==> config.mk <==
export PLATFORM = sky130hd
export DESIGN_NAME = unix_seconds_to_calendar_date
export DESIGN_NICKNAME = d
export VERILOG_FILES = /design/src/rtl/core/usc_pkg.sv /design/src/rtl/core/unix_seconds_to_calendar_date.sv /design/src/rtl/core/usc_leap.sv
export SDC_FILE = /design/constraint.sdc
export NUM_CORES = 1
export LEC_CHECK = 0
export BUFFER_PORTS_ARGS = -buffer_cell sky130_fd_sc_hd__buf_2
export CORE_ASPECT_RATIO = 1.25
export CORE_MARGIN = 1
export CORE_UTILIZATION = 35
export CTS_CLUSTER_DIAMETER = 80
export DETAILED_ROUTE_END_ITERATION = 12
export HOLD_SLACK_MARGIN = 0.03
export REMOVE_ABC_BUFFERS = 1
export SLEW_MARGIN = 20
export SYNTH_ARGS = -nofsm -noshare
export SYNTH_HDL_FRONTEND = slang
export SYNTH_SLANG_ARGS = --single-unit
==> constraint.sdc <==
create_clock -name clk -period 6.1 [get_ports clk]
set_clock_uncertainty 0.05 [all_clocks]
set_input_delay 0.915 -clock clk [delete_from_list [all_inputs] [get_ports clk]]
set_output_delay 0.915 -clock clk [all_outputs]
set_load 0.1 [all_outputs]
==> src/rtl/core/usc_pkg.sv <==
package usc_pkg;

  localparam int unsigned SEC_PER_MIN       = 60;
  localparam int unsigned MIN_PER_HOUR      = 60;
  localparam int unsigned HOUR_PER_DAY      = 24;
  localparam int unsigned SEC_PER_HOUR      = SEC_PER_MIN * MIN_PER_HOUR;
  localparam int unsigned SEC_PER_DAY       = SEC_PER_HOUR * HOUR_PER_DAY;
  localparam int unsigned EPOCH_YEAR        = 1970;
  localparam int unsigned DAYS_YEAR         = 365;
  localparam int unsigned DAYS_LEAP         = 366;
  localparam int unsigned SEC_PER_YEAR      = DAYS_YEAR * SEC_PER_DAY;
  localparam int unsigned SEC_PER_LEAP_YEAR = DAYS_LEAP * SEC_PER_DAY;
  localparam logic [3:0]  FEB_INDEX         = 4'd1;
  localparam logic [3:0]  LAST_MONTH        = 4'd11;

  localparam logic [21:0] MONTH_SECS_31 = 22'(31 * SEC_PER_DAY);
  localparam logic [21:0] MONTH_SECS_30 = 22'(30 * SEC_PER_DAY);
  localparam logic [21:0] MONTH_SECS_29 = 22'(29 * SEC_PER_DAY);
  localparam logic [21:0] MONTH_SECS_28 = 22'(28 * SEC_PER_DAY);

  // Residues of the epoch year, used to seed the leap-year tracker.
  localparam logic [1:0] EPOCH_MOD4   = 2'd2;
  localparam logic [6:0] EPOCH_MOD100 = 7'd70;
  localparam logic [8:0] EPOCH_MOD400 = 9'd370;

  typedef enum logic [2:0] {
    ST_IDLE,
    ST_YEAR,
    ST_MONTH,
    ST_DAY,
    ST_HOUR,
    ST_MINUTE,
    ST_DONE
  } state_t;

  typedef struct packed {
    logic init;
    logic step;
  } leap_ctl_t;

  // Length of a month in seconds.
  function automatic logic [21:0] month_secs(input logic [3:0] month, input logic leap);
    logic [21:0] len;
    case (month)
      4'd0:      len = MONTH_SECS_31;
      FEB_INDEX: len = leap ? MONTH_SECS_29 : MONTH_SECS_28;
      4'd2:      len = MONTH_SECS_31;
      4'd3:      len = MONTH_SECS_30;
      4'd4:      len = MONTH_SECS_31;
      4'd5:      len = MONTH_SECS_30;
      4'd6:      len = MONTH_SECS_31;
      4'd7:      len = MONTH_SECS_31;
      4'd8:      len = MONTH_SECS_30;
      4'd9:      len = MONTH_SECS_31;
      4'd10:     len = MONTH_SECS_30;
      4'd11:     len = MONTH_SECS_31;
      default:   len = MONTH_SECS_31;
    endcase
    return len;
  endfunction

endpackage

==> src/rtl/core/unix_seconds_to_calendar_date.sv <==
// Converts a count of seconds since 1970-01-01 00:00:00 into the Gregorian
// date and time of day. One word is converted at a time; in_stall is high from
// acceptance until the result word is taken. A single subtract-and-compare unit
// does all the work on the remaining seconds: whole years are removed one per
// cycle, then months, days, hours and minutes, one per cycle each, and what is
// left is the second. The block returns to idle once the result word is
// taken, and it accepts the next word from there.
module unix_seconds_to_calendar_date #(
  parameter int unsigned SECONDS_WIDTH = 34
) (
  input  logic                     clk,
  input  logic                     rst_n,
  input  logic                     in_valid,
  output logic                     in_stall,
  input  logic [SECONDS_WIDTH-1:0] in_unix_seconds,
  output logic                     out_valid,
  input  logic                     out_stall,
  output logic [11:0]              out_year,
  output logic [3:0]               out_month,
  output logic [4:0]               out_day_of_month,
  output logic [4:0]               out_hour,
  output logic [5:0]               out_minute,
  output logic [5:0]               out_second
);
  import usc_pkg::*;

  state_t state_r, state_nxt;

  logic [SECONDS_WIDTH-1:0] rem_r;
  logic [11:0]              year_r;
  logic [3:0]               month_r;
  logic [4:0]               mday_r;
  logic [4:0]               hour_r;
  logic [5:0]               minute_r;

  // Shared subtract-and-compare unit, always working on the remaining seconds.
  logic [SECONDS_WIDTH-1:0] op_b;
  logic [SECONDS_WIDTH:0]   diff;
  logic                     ge;

  logic                     leap;
  leap_ctl_t                leap_ctl;
  logic                     in_take;
  logic                     month_go;

  assign diff = {1'b0, rem_r} - {1'b0, op_b};
  assign ge   = !diff[SECONDS_WIDTH];

  assign in_take  = in_valid && !in_stall;
  assign month_go = (month_r != LAST_MONTH) && ge;

  usc_leap u_leap (
    .clk   (clk),
    .rst_n (rst_n),
    .ctl   (leap_ctl),
    .leap  (leap)
  );

  // Next state.
  always_comb begin
    state_nxt = state_r;
    case (state_r)
      ST_IDLE:   if (in_valid) state_nxt = ST_YEAR;
      ST_YEAR:   if (!ge) state_nxt = ST_MONTH;
      ST_MONTH:  if (!month_go) state_nxt = ST_DAY;
      ST_DAY:    if (!ge) state_nxt = ST_HOUR;
      ST_HOUR:   if (!ge) state_nxt = ST_MINUTE;
      ST_MINUTE: if (!ge) state_nxt = ST_DONE;
      ST_DONE:   if (!out_stall) state_nxt = ST_IDLE;
      default:   state_nxt = ST_IDLE;
    endcase
  end

  // Outputs and unit operand selection.
  always_comb begin
    in_stall      = 1'b1;
    out_valid     = 1'b0;
    op_b          = '0;
    leap_ctl.init = 1'b0;
    leap_ctl.step = 1'b0;
    case (state_r)
      ST_IDLE: begin
        in_stall      = 1'b0;
        leap_ctl.init = in_valid;
      end
      ST_YEAR: begin
        op_b          = leap ? SECONDS_WIDTH'(SEC_PER_LEAP_YEAR) :
                               SECONDS_WIDTH'(SEC_PER_YEAR);
        leap_ctl.step = ge;
      end
      ST_MONTH: begin
        op_b = SECONDS_WIDTH'(month_secs(month_r, leap));
      end
      ST_DAY: begin
        op_b = SECONDS_WIDTH'(SEC_PER_DAY);
      end
      ST_HOUR: begin
        op_b = SECONDS_WIDTH'(SEC_PER_HOUR);
      end
      ST_MINUTE: begin
        op_b = SECONDS_WIDTH'(SEC_PER_MIN);
      end
      ST_DONE: begin
        out_valid = 1'b1;
      end
      default: begin
        in_stall = 1'b1;
      end
    endcase
  end

  always_ff @(posedge clk) begin
    if (!rst_n) begin
      state_r <= ST_IDLE;
    end else begin
      state_r <= state_nxt;
    end
  end

  // Datapath registers.
  always_ff @(posedge clk) begin
    case (state_r)
      ST_IDLE: begin
        if (in_take) begin
          rem_r    <= in_unix_seconds;
          year_r   <= 12'(EPOCH_YEAR);
          month_r  <= '0;
          mday_r   <= '0;
          hour_r   <= '0;
          minute_r <= '0;
        end
      end
      ST_YEAR: begin
        if (ge) begin
          rem_r  <= diff[SECONDS_WIDTH-1:0];
          year_r <= year_r + 12'd1;
        end
      end
      ST_MONTH: begin
        if (month_go) begin
          rem_r   <= diff[SECONDS_WIDTH-1:0];
          month_r <= month_r + 4'd1;
        end
      end
      ST_DAY: begin
        if (ge) begin
          rem_r  <= diff[SECONDS_WIDTH-1:0];
          mday_r <= mday_r + 5'd1;
        end
      end
      ST_HOUR: begin
        if (ge) begin
          rem_r  <= diff[SECONDS_WIDTH-1:0];
          hour_r <= hour_r + 5'd1;
        end
      end
      ST_MINUTE: begin
        if (ge) begin
          rem_r    <= diff[SECONDS_WIDTH-1:0];
          minute_r <= minute_r + 6'd1;
        end
      end
      default: begin
        rem_r <= rem_r;
      end
    endcase
  end

  // The walk counts whole days; the word reports the day one-based.
  assign out_year         = year_r;
  assign out_month        = month_r;
  assign out_day_of_month = mday_r + 5'd1;
  assign out_hour         = hour_r;
  assign out_minute       = minute_r;
  assign out_second       = rem_r[5:0];

`ifndef SYNTHESIS
  a_time_range: assert property (@(posedge clk) disable iff (!rst_n)
    out_valid |-> (hour_r < 5'd24) && (minute_r < 6'd60) &&
    (rem_r < SECONDS_WIDTH'(SEC_PER_MIN)))
    else $error("time of day out of range");

  a_day_range: assert property (@(posedge clk) disable iff (!rst_n)
    out_valid |-> (mday_r < 5'd31) && (month_r <= LAST_MONTH))
    else $error("date out of range");

  a_year_exit: assert property (@(posedge clk) disable iff (!rst_n)
    (state_r == ST_YEAR) && !ge |=> (state_r == ST_MONTH) && (month_r == 4'd0))
    else $error("year walk did not hand over to month walk");

  a_feb_len: assert property (@(posedge clk) disable iff (!rst_n)
    (state_r == ST_MONTH) && (month_r == FEB_INDEX) |->
    (op_b == SECONDS_WIDTH'(MONTH_SECS_28)) || (op_b == SECONDS_WIDTH'(MONTH_SECS_29)))
    else $error("bad February length");
`endif

endmodule

==> src/rtl/core/usc_leap.sv <==
module usc_leap (
  input  logic                clk,
  input  logic                rst_n,
  input  usc_pkg::leap_ctl_t  ctl,
  output logic                leap
);
  import usc_pkg::*;

  logic [1:0] mod4_r,   mod4_nxt;
  logic [6:0] mod100_r, mod100_nxt;
  logic [8:0] mod400_r, mod400_nxt;

  always_comb begin
    mod4_nxt   = mod4_r;
    mod100_nxt = mod100_r;
    mod400_nxt = mod400_r;
    if (ctl.init) begin
      mod4_nxt   = EPOCH_MOD4;
      mod100_nxt = EPOCH_MOD100;
      mod400_nxt = EPOCH_MOD400;
    end else if (ctl.step) begin
      mod4_nxt   = mod4_r + 2'd1;
      mod100_nxt = (mod100_r == 7'd99) ? 7'd0 : mod100_r + 7'd1;
      mod400_nxt = (mod400_r == 9'd399) ? 9'd0 : mod400_r + 9'd1;
    end
  end

  always_ff @(posedge clk) begin
    if (!rst_n) begin
      mod4_r   <= EPOCH_MOD4;
      mod100_r <= EPOCH_MOD100;
      mod400_r <= EPOCH_MOD400;
    end else begin
      mod4_r   <= mod4_nxt;
      mod100_r <= mod100_nxt;
      mod400_r <= mod400_nxt;
    end
  end

  assign leap = (mod4_r == 2'd0) && ((mod100_r != 7'd0) || (mod400_r == 9'd0));

endmodule
== After elaboration in Yosys (flattened, before gate mapping) ==
Index checks and enable logic that the tools add are counted.
Storage, ports and cells
  bits in registers: 87
  output and inout bits: 40
  bits of input ports: 38
  word-level logic and storage cells: 109
Operators by class
  reduce and logical (&&, ||, !) cells: 25
  $add $sub $neg: 9
  muxes and demuxes: 36
  equality and inequality tests: 28
  bitwise logic cells: 1
Operators with widths (count)
  $pmux W25 S5: 1
  $mux W34: 3
  $pmux W34 S3: 1
  $pmux W20 S2: 1
  $mux W18: 2
  $sub A34 B34 Y35: 1
  $ne A2 B2 Y1 const B: 14
  $mux W12: 2
  $pmux W12 S2: 1
  $mux W3: 7
  $pmux W3 S7: 1
  $pmux W5 S2: 2
  $mux W5: 3
  $reduce_and A3 Y1: 5
  $add A12 B1 Y12 const B: 1
  $mux W6: 2
  $pmux W6 S2: 1
  $add A5 B1 Y5 const B: 2
  $reduce_bool A2 Y1: 5
  $add A9 B1 Y9 const B: 1
  $eq A3 B3 Y1 const B: 3
  $eq A9 B9 Y1 const B: 1
  $logic_not A9 Y1: 1
  $mux W9: 1
  other kinds (28): 37

== Logic depth before layout (Yosys ltp) ==
  depth in word-level cells: 11
  mapped depth: 18
  mapped depth without buffers: 17

== Modules after synthesis ==
A second synthesis with hierarchy kept.
Second synthesis, totals
  cells, all modules: 630
  area, all modules: 5760.5 um2
Modules (own cells, without submodules)
  unix_seconds_to_calendar_date: cells each 521, area an instance 4874.7 um2, instances 1
  usc_leap: cells each 109, area an instance 885.8 um2, instances 1

== Worst setup path before layout ==
OpenSTA, ideal clock, no wires.
  kind: reg2reg
  from: register month_r[0] (netlist: out_month[0])
  to: register rem_r[10] (enable)
  data required time: 5578 ps
  setup slack: -582 ps
  period minus slack after synthesis: 6682 ps
  stages on the path, launching flop included: 15
  arrival time: 6161 ps
  path buffers: 1
  cells stage by stage: edfxtp_1 -> ha_1 -> nor2b_1 -> nor3b_1 -> nand2b_1 -> a21oi_1 -> or2_2 -> ha_1 -> nand2_1 -> a31oi_1 -> a2111o_1 -> a211o_1 -> a21boi_4 -> clkbuf_2 -> o32ai_1
Between the ends
  word-level cells in the longest chain between the ends: 9
  elaborated cells between the ends (all ways): 15
Ends and longest elaborated chain
  from (decl): RTL line unix_seconds_to_calendar_date.sv:31  | logic [3:0] month_r;
  from (signal assigned): RTL line unix_seconds_to_calendar_date.sv:142  | month_r <= month_r + 4'd1;
  $eq A4 B4 Y1, or another cell as far along: RTL line usc_pkg.sv:44  | case (month)
  $reduce_or A4 Y1 (no source line)
  $pmux W20 S2: RTL line usc_pkg.sv:44
  $pmux W25 S5: RTL line unix_seconds_to_calendar_date.sv:81  | case (state_r)
  $sub A34 B34 Y35: RTL line unix_seconds_to_calendar_date.sv:46  | assign diff = {1'b0, rem_r} - {1'b0, op_b};
  $logic_not A1 Y1: RTL line unix_seconds_to_calendar_date.sv:47  | assign ge = !diff[SECONDS_WIDTH];
  $logic_and A1 B1 Y1: RTL line unix_seconds_to_calendar_date.sv:50  | assign month_go = (month_r != LAST_MONTH) && ge;
  $ne A2 B2 Y1 (no source line)
  $reduce_and A4 Y1 (no source line) (*)
  to (signal assigned): RTL line unix_seconds_to_calendar_date.sv:125  | rem_r <= in_unix_seconds;
  to (signal assigned): RTL line unix_seconds_to_calendar_date.sv:135  | rem_r <= diff[SECONDS_WIDTH-1:0];
  to (signal assigned): RTL line unix_seconds_to_calendar_date.sv:141  | rem_r <= diff[SECONDS_WIDTH-1:0];
  to (decl): RTL line unix_seconds_to_calendar_date.sv:29  | logic [SECONDS_WIDTH-1:0] rem_r;
Every way passes the cells marked *; elsewhere a longest branch is shown, timed or not.
A chain may end at the register's enable or synchronous reset.

== Worst setup path in the final report ==
  from: register u_leap.mod400_r[2]
  to: register rem_r[19] (enable)
Between the ends
  word-level cells in the longest chain between the ends: 11
  elaborated cells between the ends (all ways): 13
Ends and longest elaborated chain
  from (decl): RTL line usc_leap.sv:11  | logic [8:0] mod400_r, mod400_nxt;
  from (signal assigned): RTL line usc_leap.sv:36  | mod400_r <= mod400_nxt;
  $logic_not A9 Y1 (*): RTL line usc_leap.sv:40  | assign leap = (mod4_r == 2'd0) && ((mod100_r != 7'd0) || (mod400_r == 9'd0));
  $logic_or A1 B1 Y1 (*): RTL line usc_leap.sv:40
  $logic_and A1 B1 Y1 (*): RTL line usc_leap.sv:40
  $mux W18: RTL line usc_pkg.sv:46  | FEB_INDEX: len = leap ? MONTH_SECS_29 : MONTH_SECS_28;
  $pmux W20 S2: RTL line usc_pkg.sv:44
  $pmux W25 S5 (*): RTL line unix_seconds_to_calendar_date.sv:81
  $sub A34 B34 Y35 (*): RTL line unix_seconds_to_calendar_date.sv:46
  $logic_not A1 Y1: RTL line unix_seconds_to_calendar_date.sv:47
  $logic_and A1 B1 Y1: RTL line unix_seconds_to_calendar_date.sv:50
  $ne A2 B2 Y1 (no source line)
  $reduce_and A4 Y1 (no source line) (*)
Marks and branches as above.

==> results.py <==
metrics = {
    "status": {
        "status": "finished, final reports clean",
    },
    "yosys": {
        "ys_ff_latch": 87,
        "synth_top_area_share_pct": 33.5,
        "synth_ff_type": "edfxtp_1",
        "yosysSeqAreaShare_pct": 40.6,
        "synth.area.top_cells": "edfxtp_1 33%, ha_1 7.2%, dfxtp_1 7.1%, nand2_1 4.6%, o21ai_0 4.5%",
        "yosysWarningCount": 0,
        "yosysTopAreaCell": "edfxtp_1",
        "netlist_area_sq_um": 5920,
        "postSynthCellCount": 660,
        "synth_area_per_cell_sq_um": 8.97,
        "synth.distinct_cells": 67,
        "synthArstFlopShare_pct": 0,
        "synth-edff-count": 66,
    },
    "grt": {
        "grt_usage_pct": 16.7,
        "grt_overflow_total": 0,
        "grt_pass1_vias": 5025,
        "grt_pass1_wl_um": 23900,
        "grt_antenna_before_repair": 0,
        "grt_max_degree": 51,
    },
    "critical_path": {
        "endpoint_kind": "flop",
        "critPathArrivalTime_ps": 5140,
        "required_ps": 6120,
        "cp-start-kind": "flop",
        "crit_fanout": 24,
        "cpPeakStageDelay_ps": 560,
        "critPathKind": "flop to flop",
        "critPathSlowestCell": "a21boi_4",
        "path_cells": "nor4_1 > and3_1 > o21ai_0 > nor3b_1 > nand2b_1 > a21oi_1 > or2_2 > ha_1 > a21oi_2 > o21ai_1 > a2111o_1 > a211o_1 > a21boi_4 > o32ai_4 > buf_4",
    },
    "die": {
        "die_area_sq_um": 17400,
        "core_sq_um": 16400,
        "io_pins": 78,
        "initial_core_util_pct": 36.1,
        "placementRows": 52,
        "die_w_um": 118,
        "die_h_um": 147,
    },
    "sta": {
        "timing.final.crit_share_pct": 84.0,
        "hold_slack_ps": 433,
        "hold_violations": 0,
        "worst_pin_slew_ps": 761,
        "tns_ps": 0,
        "grt_setup_unrepaired": "no",
        "fmax_ghz": 0.195,
        "report.final.slew_viol_count": 0,
        "setup_violations": 0,
        "slew_headroom_pct": 48.7,
        "period_needed_ps": 5120,
    },
    "finish": {
        "diodes": 0,
        "syn_to_final_growth_pct": 14.2,
        "layout_common_cells": "77 x buf_2, 73 x nand2_1, 66 x edfxtp_1, 59 x nor2_1, 53 x o21ai_0",
        "finalNetCount": 793,
        "final_common_cell": "buf_2",
        "finalNonFillerCells": 941,
        "post_route_cells_drive_above_1_share_pct": 16.1,
        "finish.utilization_pct": 41.2,
    },
    "clock_tree": {
        "insertion_delay_ps": 350,
        "ctsHtreeMaxLevel": 3,
        "cts_tree": "yes",
        "ctsLongestPathBuffers": 2,
        "cts_sinks": 87,
        "ctsHoldBuffers": 0,
        "root_buffer": "clkbuf_16",
        "cts_buffers": 9,
        "cts_setup_buffers": 0,
        "cts_resized": 0,
        "clk_pin_slew_ps": 70,
    },
    "power_and_ir_drop": {
        "leakage_nw": 2.58,
        "total_power_mw": 1.80,
        "ir_drop_v": 0.000141,
        "powerDensity_nw_per_um2": 266,
    },
    "routing": {
        "ant_nets": 0,
        "finalWirelength_um": 14100,
        "vias": 5032,
        "dr.pass1.iters": 7,
        "viasPerCell": 5.35,
        "drc": 0,
        "drt_iter0_drc": 353,
        "wl_per_cell_um": 15.0,
    },
    "place": {
        "portBuffers": 77,
        "numPlacedInstances": 925,
        "dp_hpwl_um": 10400,
        "routabilityCongestion": 0.894,
    },
    "job": {
        "cap_violations": 0,
    },
    "worst_hold_path": {
        "hp-class": "flop to flop",
    },
}
[cell type report]
type	count	area (sq um)
Inverter	26	97.6
Timing Repair Buffer	86	453
Clock buffer	10	229
Fill cell	1678	9640
Clock inverter	6	48.8
Tap cell	216	270
Multi-Input combinational cell	510	3260
Sequential cell	87	2400
[synth_stat cells, types with 2 or more instances]
cell,count
and2_1,10
nor4_1,3
a32oi_1,2
buf_4,7
nor2_1,59
dfxtp_1,21
edfxtp_1,66
o211ai_1,6
nand3_1,34
buf_2,3
a21oi_1,37
o41ai_1,5
o221ai_1,2
nor2b_1,14
a211oi_1,4
a22oi_1,2
xor2_1,17
a21oi_2,3
nor3b_1,2
nand2_1,73
a211o_1,3
nor3_2,2
xnor2_1,26
buf_1,2
a31oi_1,8
or3_1,4
o21ai_0,53
a41o_1,2
clkbuf_1,23
nand4_1,7
a41oi_1,3
inv_1,26
a21o_1,6
or4_1,9
nand2b_1,8
nor3_1,14
ha_1,34
o31ai_1,14
and3_1,10
o21a_1,9
[layer usage]
layer  global-route usage (%)  part of all wire (%)  vias up
li1                         -                     -     2528
met2                     29.8                    50      125
met5                        0                     0        -
met4                     5.38                   1.6        0
met3                     2.62                   3.5       21
met1                     20.5                    44     2358
[state kept, by name, indices dropped and copies added, names as in the netlist, 3 cells and up]
signal / flops
out_minute: 6
mday_r: 5
out_hour: 5
out_month: 4
out_year: 12
rem_r: 34
u_leap.mod400_r: 9
state_r: 3
u_leap.mod100_r: 7
[where the power goes]
group          switching [mW]  leakage [nW]  total (mW)  internal [mW]
logic                   0.363          1.63       0.544          0.181
registers              0.0352         0.810       0.730          0.695
clock network           0.246         0.138       0.528          0.282
total                   0.643          2.58        1.80           1.16
[metrics by stage]
| step | area, sq um | worst slack (ps) |
|---|---|---|
| global placement | 6480 | 1220 |
| detailed placement | 6480 | 1060 |
| finish | 6760 | 977 |
| floorplan | 5740 | -605 |
| CTS | 6760 | 1020 |
| global route | 6760 | 671 |
[critical path: cells and delay by family (launching register included)]
family	cells	cell delay [ps]
flops	1	370
simple gates	5	1400
compound gates	8	2340
buf+inv	1	330
fa+ha+maj	1	350
[path summary, 6_finish.rpt]
check / startpoint / endpoint / slack, ps / cells past startpoint
max reg2reg: u_leap.mod400_r[2] / rem_r[19] / 980 / 15
min reg2reg: u_leap.mod4_r[0] / u_leap.mod4_r[0] / 430 / 2
max: u_leap.mod400_r[2] / rem_r[19] / 980 / 15
min: u_leap.mod4_r[0] / u_leap.mod4_r[0] / 430 / 2
[cells by family (layout without fill, tap and decap cells)]
logic type / count (synthesis) / count (layout) / synth area share [%]
flip-flops: 87 / 87 / 40.6
adder cells (fa/ha/maj): 35 / 35 / 7.53
XOR/XNOR: 43 / 43 / 6.36
multiplexers: 2 / 2 / 0.444
AND/OR/NAND/NOR: 255 / 255 / 21.0
buffers and inverters: 63 / 128 / 4.65
AO/OA/AOI/OAI: 175 / 175 / 19.4
Power figures use the tool's default switching activity.
